**config.mk**
```make
export PLATFORM = sky130hd
export DESIGN_NAME = vafd_norm_div
export DESIGN_NICKNAME = d
export VERILOG_FILES = /design/src/design/vafd_pkg.sv /design/src/design/vafd_norm_div.sv
export SDC_FILE = /design/constraint.sdc
export NUM_CORES = 1
export LEC_CHECK = 0
export CORE_MARGIN = 3
export CORE_UTILIZATION = 62
export DETAILED_ROUTE_END_ITERATION = 16
export DONT_BUFFER_PORTS = 1
export PLACE_DENSITY = 0.78
export SLEW_MARGIN = 0
export SYNTH_ARGS = -nofsm -noshare
export SYNTH_HDL_FRONTEND = slang
export SYNTH_SLANG_ARGS = --single-unit
```
**constraint.sdc**
```tcl
create_clock -name aclk -period 13.1 [get_ports aclk]
set_clock_uncertainty 0.1 [all_clocks]
set_input_delay 0.655 -clock aclk [delete_from_list [all_inputs] [get_ports aclk]]
set_output_delay 0.655 -clock aclk [all_outputs]
set_load 0.02 [all_outputs]
```
**src/design/vafd_pkg.sv**
```systemverilog
// vafd_pkg: shared types, codes and helper functions for the vertex attribute
// fetch and decode block. no dependencies.
`timescale 1ns / 1ps

package vafd_pkg;

    localparam int BUFFER_BYTES = 4096;
    localparam int BUF_ADDR_W   = $clog2(BUFFER_BYTES);
    localparam int LIMIT_W      = $clog2(BUFFER_BYTES + 1);
    localparam int START_W      = 25;   // 12-bit base plus 16 x 8 product
    localparam int ADDR_W       = 26;   // start plus slot offset plus size

    typedef enum logic [2:0] {
        REG_BASE_OFFSET  = 3'd0,
        REG_STRIDE       = 3'd1,
        REG_ELEMENT_KIND = 3'd2,
        REG_COMP_KIND    = 3'd3,
        REG_NORMALIZE    = 3'd4,
        REG_PRESENT      = 3'd5,
        REG_LENGTH       = 3'd6
    } cfg_reg_t;

    typedef enum logic [2:0] {
        CK_INT8    = 3'd0,
        CK_UINT8   = 3'd1,
        CK_INT16   = 3'd2,
        CK_UINT16  = 3'd3,
        CK_UINT32  = 3'd4,
        CK_FLOAT32 = 3'd5
    } comp_kind_t;

    typedef enum logic [2:0] {
        EK_SCALAR = 3'd0,
        EK_VEC2   = 3'd1,
        EK_VEC3   = 3'd2,
        EK_VEC4   = 3'd3,
        EK_MAT2   = 3'd4,
        EK_MAT3   = 3'd5,
        EK_MAT4   = 3'd6
    } elem_kind_t;

    typedef enum logic [1:0] {
        ST_OK         = 2'd0,
        ST_RANGE      = 2'd1,
        ST_NORM_ERROR = 2'd2
    } status_t;

    localparam logic CMD_WRITE = 1'b0;
    localparam logic CMD_FETCH = 1'b1;

    localparam logic [31:0] FLOAT_MINUS_ONE = 32'hBF80_0000;

    typedef enum logic [2:0] {
        S_IDLE,
        S_ADDR,
        S_CHECK,
        S_READ,
        S_CAP,
        S_CONV,
        S_DIV,
        S_OUT
    } fsm_state_t;

    typedef struct packed {
        logic        start;
        logic        neg;
        logic [1:0]  kind;
        logic [15:0] mag;
    } div_req_t;

    // bytes per component, kinds above float32 already folded
    function automatic logic [2:0] comp_bytes(input logic [2:0] ck);
        unique case (ck)
            CK_INT8, CK_UINT8:   comp_bytes = 3'd1;
            CK_INT16, CK_UINT16: comp_bytes = 3'd2;
            default:             comp_bytes = 3'd4;
        endcase
    endfunction

    function automatic logic [4:0] comp_count(input logic [2:0] ek);
        unique case (ek)
            EK_SCALAR: comp_count = 5'd1;
            EK_VEC2:   comp_count = 5'd2;
            EK_VEC3:   comp_count = 5'd3;
            EK_VEC4:   comp_count = 5'd4;
            EK_MAT2:   comp_count = 5'd4;
            EK_MAT3:   comp_count = 5'd9;
            default:   comp_count = 5'd16;
        endcase
    endfunction

    // rows per matrix column, 0 for vectors
    function automatic logic [2:0] mat_rows(input logic [2:0] ek);
        unique case (ek)
            EK_MAT2: mat_rows = 3'd2;
            EK_MAT3: mat_rows = 3'd3;
            EK_MAT4, 3'd7: mat_rows = 3'd4;
            default: mat_rows = 3'd0;
        endcase
    endfunction

    // column pitch, padded to whole words
    function automatic logic [4:0] col_pitch(input logic [2:0] rows, input logic [2:0] size);
        logic [4:0] raw;
        raw = 5'(rows) * 5'(size) + 5'd3;
        col_pitch = {raw[4:2], 2'b00};
    endfunction

    function automatic logic [7:0] packed_stride(input logic [2:0] ek, input logic [2:0] size);
        logic [2:0] rows;
        rows = mat_rows(ek);
        if (rows == 3'd0) packed_stride = 8'(comp_count(ek)) * 8'(size);
        else              packed_stride = 8'(rows) * 8'(col_pitch(rows, size));
    endfunction

    function automatic logic [15:0] norm_divisor(input logic [1:0] kind);
        unique case (kind)
            2'd0: norm_divisor = 16'd127;
            2'd1: norm_divisor = 16'd255;
            2'd2: norm_divisor = 16'd32767;
            default: norm_divisor = 16'd65535;
        endcase
    endfunction

    // divisor shifted so bit 15 is set
    function automatic logic [15:0] norm_divisor_top(input logic [1:0] kind);
        unique case (kind)
            2'd0: norm_divisor_top = 16'd65024;
            2'd1: norm_divisor_top = 16'd65280;
            2'd2: norm_divisor_top = 16'd65534;
            default: norm_divisor_top = 16'd65535;
        endcase
    endfunction

    // position of the divisor's leading one
    function automatic logic [3:0] norm_divisor_pos(input logic [1:0] kind);
        unique case (kind)
            2'd0: norm_divisor_pos = 4'd6;
            2'd1: norm_divisor_pos = 4'd7;
            2'd2: norm_divisor_pos = 4'd14;
            default: norm_divisor_pos = 4'd15;
        endcase
    endfunction

endpackage

```
**src/design/vafd_norm_div.sv**
```systemverilog
// vafd_norm_div: magnitude over type maximum to ieee single, round to nearest
// even, four quotient bits per cycle. depends on vafd_pkg.
`timescale 1ns / 1ps

module vafd_norm_div (
    input  logic                aclk,
    input  logic                aresetn,
    input  vafd_pkg::div_req_t  req,
    output logic                done,
    output logic [31:0]         result
);

    logic        busy_reg, busy_next;
    logic        fin_reg, fin_next;
    logic        done_reg;
    logic [2:0]  cnt_reg;
    logic [27:0] q_reg, q_next;
    logic [16:0] r_reg, r_next;
    logic [15:0] dn_reg;
    logic [7:0]  exp_reg;
    logic        sign_reg;
    logic [31:0] result_reg;

    logic [3:0]  lead;
    logic [15:0] mn;

    // leading one of the magnitude
    always_comb begin
        lead = 4'd0;
        for (int i = 0; i < 16; i++) begin
            if (req.mag[i]) lead = 4'(i);
        end
        mn = req.mag << (4'd15 - lead);
    end

    // four restoring steps
    always_comb begin
        logic [16:0] r;
        logic [27:0] q;
        r = r_reg;
        q = q_reg;
        for (int i = 0; i < 4; i++) begin
            if (r >= {1'b0, dn_reg}) begin
                r = r - {1'b0, dn_reg};
                q = {q[26:0], 1'b1};
            end else begin
                q = {q[26:0], 1'b0};
            end
            r = {r[15:0], 1'b0};
        end
        r_next = r;
        q_next = q;
    end

    always_comb begin
        busy_next = busy_reg;
        fin_next  = 1'b0;
        if (req.start) begin
            busy_next = 1'b1;
        end else if (busy_reg && cnt_reg == 3'd6) begin
            busy_next = 1'b0;
            fin_next  = 1'b1;
        end
    end

    // rounding and packing
    logic        hi;
    logic [23:0] mant;
    logic        guard, sticky, rnd;
    logic [24:0] sum;
    logic [7:0]  e1, e2;

    always_comb begin
        hi     = q_reg[27];
        mant   = hi ? q_reg[27:4] : q_reg[26:3];
        guard  = hi ? q_reg[3] : q_reg[2];
        sticky = (hi ? |q_reg[2:0] : |q_reg[1:0]) | (r_reg != 17'd0);
        rnd    = guard & (sticky | mant[0]);
        sum    = {1'b0, mant} + {24'd0, rnd};
        e1     = hi ? exp_reg : exp_reg - 8'd1;
        e2     = e1 + {7'd0, sum[24]};
    end

    always_ff @(posedge aclk) begin
        if (!aresetn) begin
            busy_reg <= 1'b0;
            fin_reg  <= 1'b0;
            done_reg <= 1'b0;
            cnt_reg  <= 3'd0;
        end else begin
            busy_reg <= busy_next;
            fin_reg  <= fin_next;
            done_reg <= fin_reg;
            if (req.start) cnt_reg <= 3'd0;
            else if (busy_reg) cnt_reg <= cnt_reg + 3'd1;
        end
    end

    always_ff @(posedge aclk) begin
        if (req.start) begin
            r_reg    <= {1'b0, mn};
            q_reg    <= 28'd0;
            dn_reg   <= vafd_pkg::norm_divisor_top(req.kind);
            exp_reg  <= 8'd127 + {4'd0, lead} - {4'd0, vafd_pkg::norm_divisor_pos(req.kind)};
            sign_reg <= req.neg;
        end else if (busy_reg) begin
            r_reg <= r_next;
            q_reg <= q_next;
        end
        if (fin_reg) begin
            result_reg <= {sign_reg, e2, sum[24] ? 23'd0 : sum[22:0]};
        end
    end

    assign done   = done_reg;
    assign result = result_reg;

endmodule

```
==> summary.md <==
| Metric | Value |
|---|---|
| Met2 WL | 8.99 mm |
| Final HPWL DP | 15.4 mm |
| Final Hold Fails | 0 |
| PwrDens | 243 mW/mm^2 |
| RSZ-0062 raised after global routing | false |
| Crit path launch type | register |
| Top cells by count, synth | nor2_1, nand2_1, a21oi_1, mux2i_1, edfxtp_1 |
| Largest register FFs | 32 |
| CTS buffer count | 9 |
| Ant diodes | 0 |
| Vias after detailed routing | 7,415 |
| Seq/Total Area, Yosys | 0.294 |
| Final Setup Violations | 0 |
| Area Growth Syn to Fin | 4.01% |
| Post-Syn Instances | 992 |
| Switching pwr | 1.05 mW |
| Top cells by area, synth | edfxtp_1, dfxtp_1, mux2i_1 |
| Routed WL | 20.6 mm |
| Hold Buf Count CTS | 0 |
| Worst slew margin | 0.337 |
| Die Span X | 122 um |
| Worst skew pair latency | 0.35 ns |
| R2r setup slk | 2.67 ns |
| Post-CTS Resized | 0 |
| EDFF count, synth | 59 |
| WL met3 | 1.57 mm |
| Yosys warning count | 0 |
| DR top layer | met5 |
| Maximum VDD drop | 0.289 mV |
| CTS tree | built |
| Vias in the first global route | 6,516 |
| Final instance area | 0.00874 mm^2 |
| Post-CTS setup buffers | 0 |
| Cell Area, Synth | 0.00840 mm^2 |
| Critical path endpoint category | register |
| Slowest-stage cell, CP | o31ai_4 |
| Placed Cells | 1,118 |
| Post-synthesis cell type count | 85 |
| Leak pwr | 3.40 nW |
| Asr flop ratio synth | 0 |
| FF-to-FF End | r_reg[8] |
| Core ar. | 0.0129 mm^2 |
| Clock share of power | 0.125 |
| Largest net degree at the start of global routing | 60 |
| Initial drt markers | 744 |
| Die area | 0.0150 mm^2 |
| First drt pass iteration count | 5 |
| Initial antenna violation count | 1 |
| Layout cells sized above 1 | 0.0644 |
| Crit-path max FO | 23 |
| CP arrival | 10.41 ns |
| Vias per cell | 6.54 |
| Nets | 1,025 |
| Most common cell in the netlist | nor2_1 |
| Hold Startpoint | req[19] |
| Hold Path Class | in2reg |
| Final cell count without fillers | 1,134 |
| Clock Tree Buf Depth | 2 |
| Placer Congestion | 0.952 |
| Post-synth top area cell | edfxtp_1 |
| Worst hold path cell count | 1 |
| Highest achievable clock rate | 95.9 MHz |
| Status | completed |
| DRC Markers | 0 |
| Root buf cell | clkbuf_16 |
| Min Tclk post-route | 10.43 ns |
| Sink Count | 94 |
| FP Rows | 41 |
| Placed Area | 0.00844 mm^2 |
| WL met1 | 9.60 mm |
| Kind of critical path | reg2reg |
| PortBufs | 0 |
| Hold Path End | q_reg[27] |
| Initial Util | 0.650 |
| First-pass GRT wire length | 32.7 mm |
| Max_cap viols | 0 |
| Avg Cell Area, Syn | 8.47 um^2 |
| Sw Ratio | 0.492 |
| Wire per inst | 18.1 um |
| Synthesized flop and latch total | 94 |
| Top Ports | 55 |
| Synthesized net count | 1,060 |
| Die Y-Extent | 122 um |
| Global Route Usage Sum | 0.273 |
| Logic gate share of total power | 0.677 |
| Reg clk slew, reported paths | 0.07 ns |
| H-Tree Depth | 3 |
| Internal power component | 1.08 mW |
| Setup TNS | 0 ns |
| Crit path largest cell delay | 0.61 ns |
| Worst-Margin Slew | 0.989 ns |
| Period utilisation layout | 0.796 |
| Worst r2r src | dn_reg[7] |
| R2R cell count | 44 |
| Antenna viol nets, final | 0 |
| Max Slew Vio Count | 0 |
| CP required | 13.08 ns |
| Congestion Overflow GR | 0 |
| Minimum hold slack | 0.286 ns |
| Flop pwr share | 0.197 |
| Main flop type after synthesis | edfxtp_1 |
| Share of the synthesized area in the top cell type | 0.211 |
[power by group through the flow]
stage / Clock [mW] / Combinational [mW] / Sequential, mW
finish: 0.266 / 1.44 / 0.420
global route: 0.279 / 1.58 / 0.423
CTS: 0.268 / 1.41 / 0.416
detailed placement: 0 / 1.39 / 0.422
global placement: 0 / 1.38 / 0.422
floorplan: 0 / 1.15 / 0.384
[kinds of logic after synthesis]
kind of cell	share of synthesized area
multiplexers	0.0956
AND/OR/NAND/NOR	0.204
flip-flops	0.294
XOR/XNOR	0.0563
AO/OA/AOI/OAI	0.237
buffers and inverters	0.0416
adder cells (fa/ha/maj)	0.0712
[worst max path at each step]
stage	startpoint	endpoint	slack, ns	depth (start not counted)
2_1_floorplan	dn_reg[7]	r_reg[13]	3.05	46
3_3_place_gp	dn_reg[7]	r_reg[13]	3.29	45
3_5_place_dp	dn_reg[7]	r_reg[13]	2.91	45
4_1_cts	dn_reg[7]	r_reg[8]	2.84	44
5_1_grt	dn_reg[7]	r_reg[8]	2.04	44
6_report	dn_reg[7]	r_reg[8]	2.67	44
[per-stage QoR]
stage	setup WS (ns)	utilization	power [mW]
floorplan	3.05	-	1.53
finish	2.67	0.676	2.13
global placement	3.29	0.653	1.80
CTS	2.84	0.676	2.09
global route	2.04	0.676	2.28
detailed placement	2.91	0.653	1.82
[worst max-delay path, delay by kind of cell (launching register included)]
kind	cells	cell delay [ns]
buffers and inverters	2	0.34
adders and majority gates	4	1.51
muxes	2	0.40
AOI/OAI and AO/OA	28	5.66
and+or+nand+nor	8	1.65
DFF	1	0.48
[layout make-up]
type,instances,area (um^2)
multi-input cells,813,5580
well taps,172,215
inverters,34,128
fillers,1092,4190
clock inverters,6,68.8
clock buffers,10,229
repair buffers,5,37.5
flip-flops and latches,94,2470
[cells in the final DEF (no fill, tap or decap), drive strengths merged, types with 4 or more instances in the layout]
cell / n
nor2: 98
nand2: 90
a21oi: 78
mux2i: 66
edfxtp: 59
o21ai: 56
ha: 43
inv: 36
dfxtp: 35
xnor2: 30
a21o: 29
nand3: 26
a211oi: 25
xor2: 24
nor3: 19
nand2b: 18
and3: 16
o21a: 16
nor2b: 16
mux2: 12
and2: 11
a31oi: 11
a311oi: 10
clkbuf: 10
nor4: 9
nand4: 9
o21bai: 8
or3: 8
o211ai: 7
o31ai: 7
nor3b: 7
nand3b: 5
buf: 5
o31a: 4
a41oi: 4
or4: 4
a2111oi: 4
a21boi: 4
a31o: 4
[layer usage]
| layer | global-route usage | up-vias |
|---|---|---|
| li1 | - | 3604 |
| met1 | 0.401 | 3479 |
| met2 | 0.413 | 294 |
| met3 | 0.0571 | 36 |
| met4 | 0.0665 | 2 |
| met5 | 0 | - |
Power figures use the tool's default switching activity.
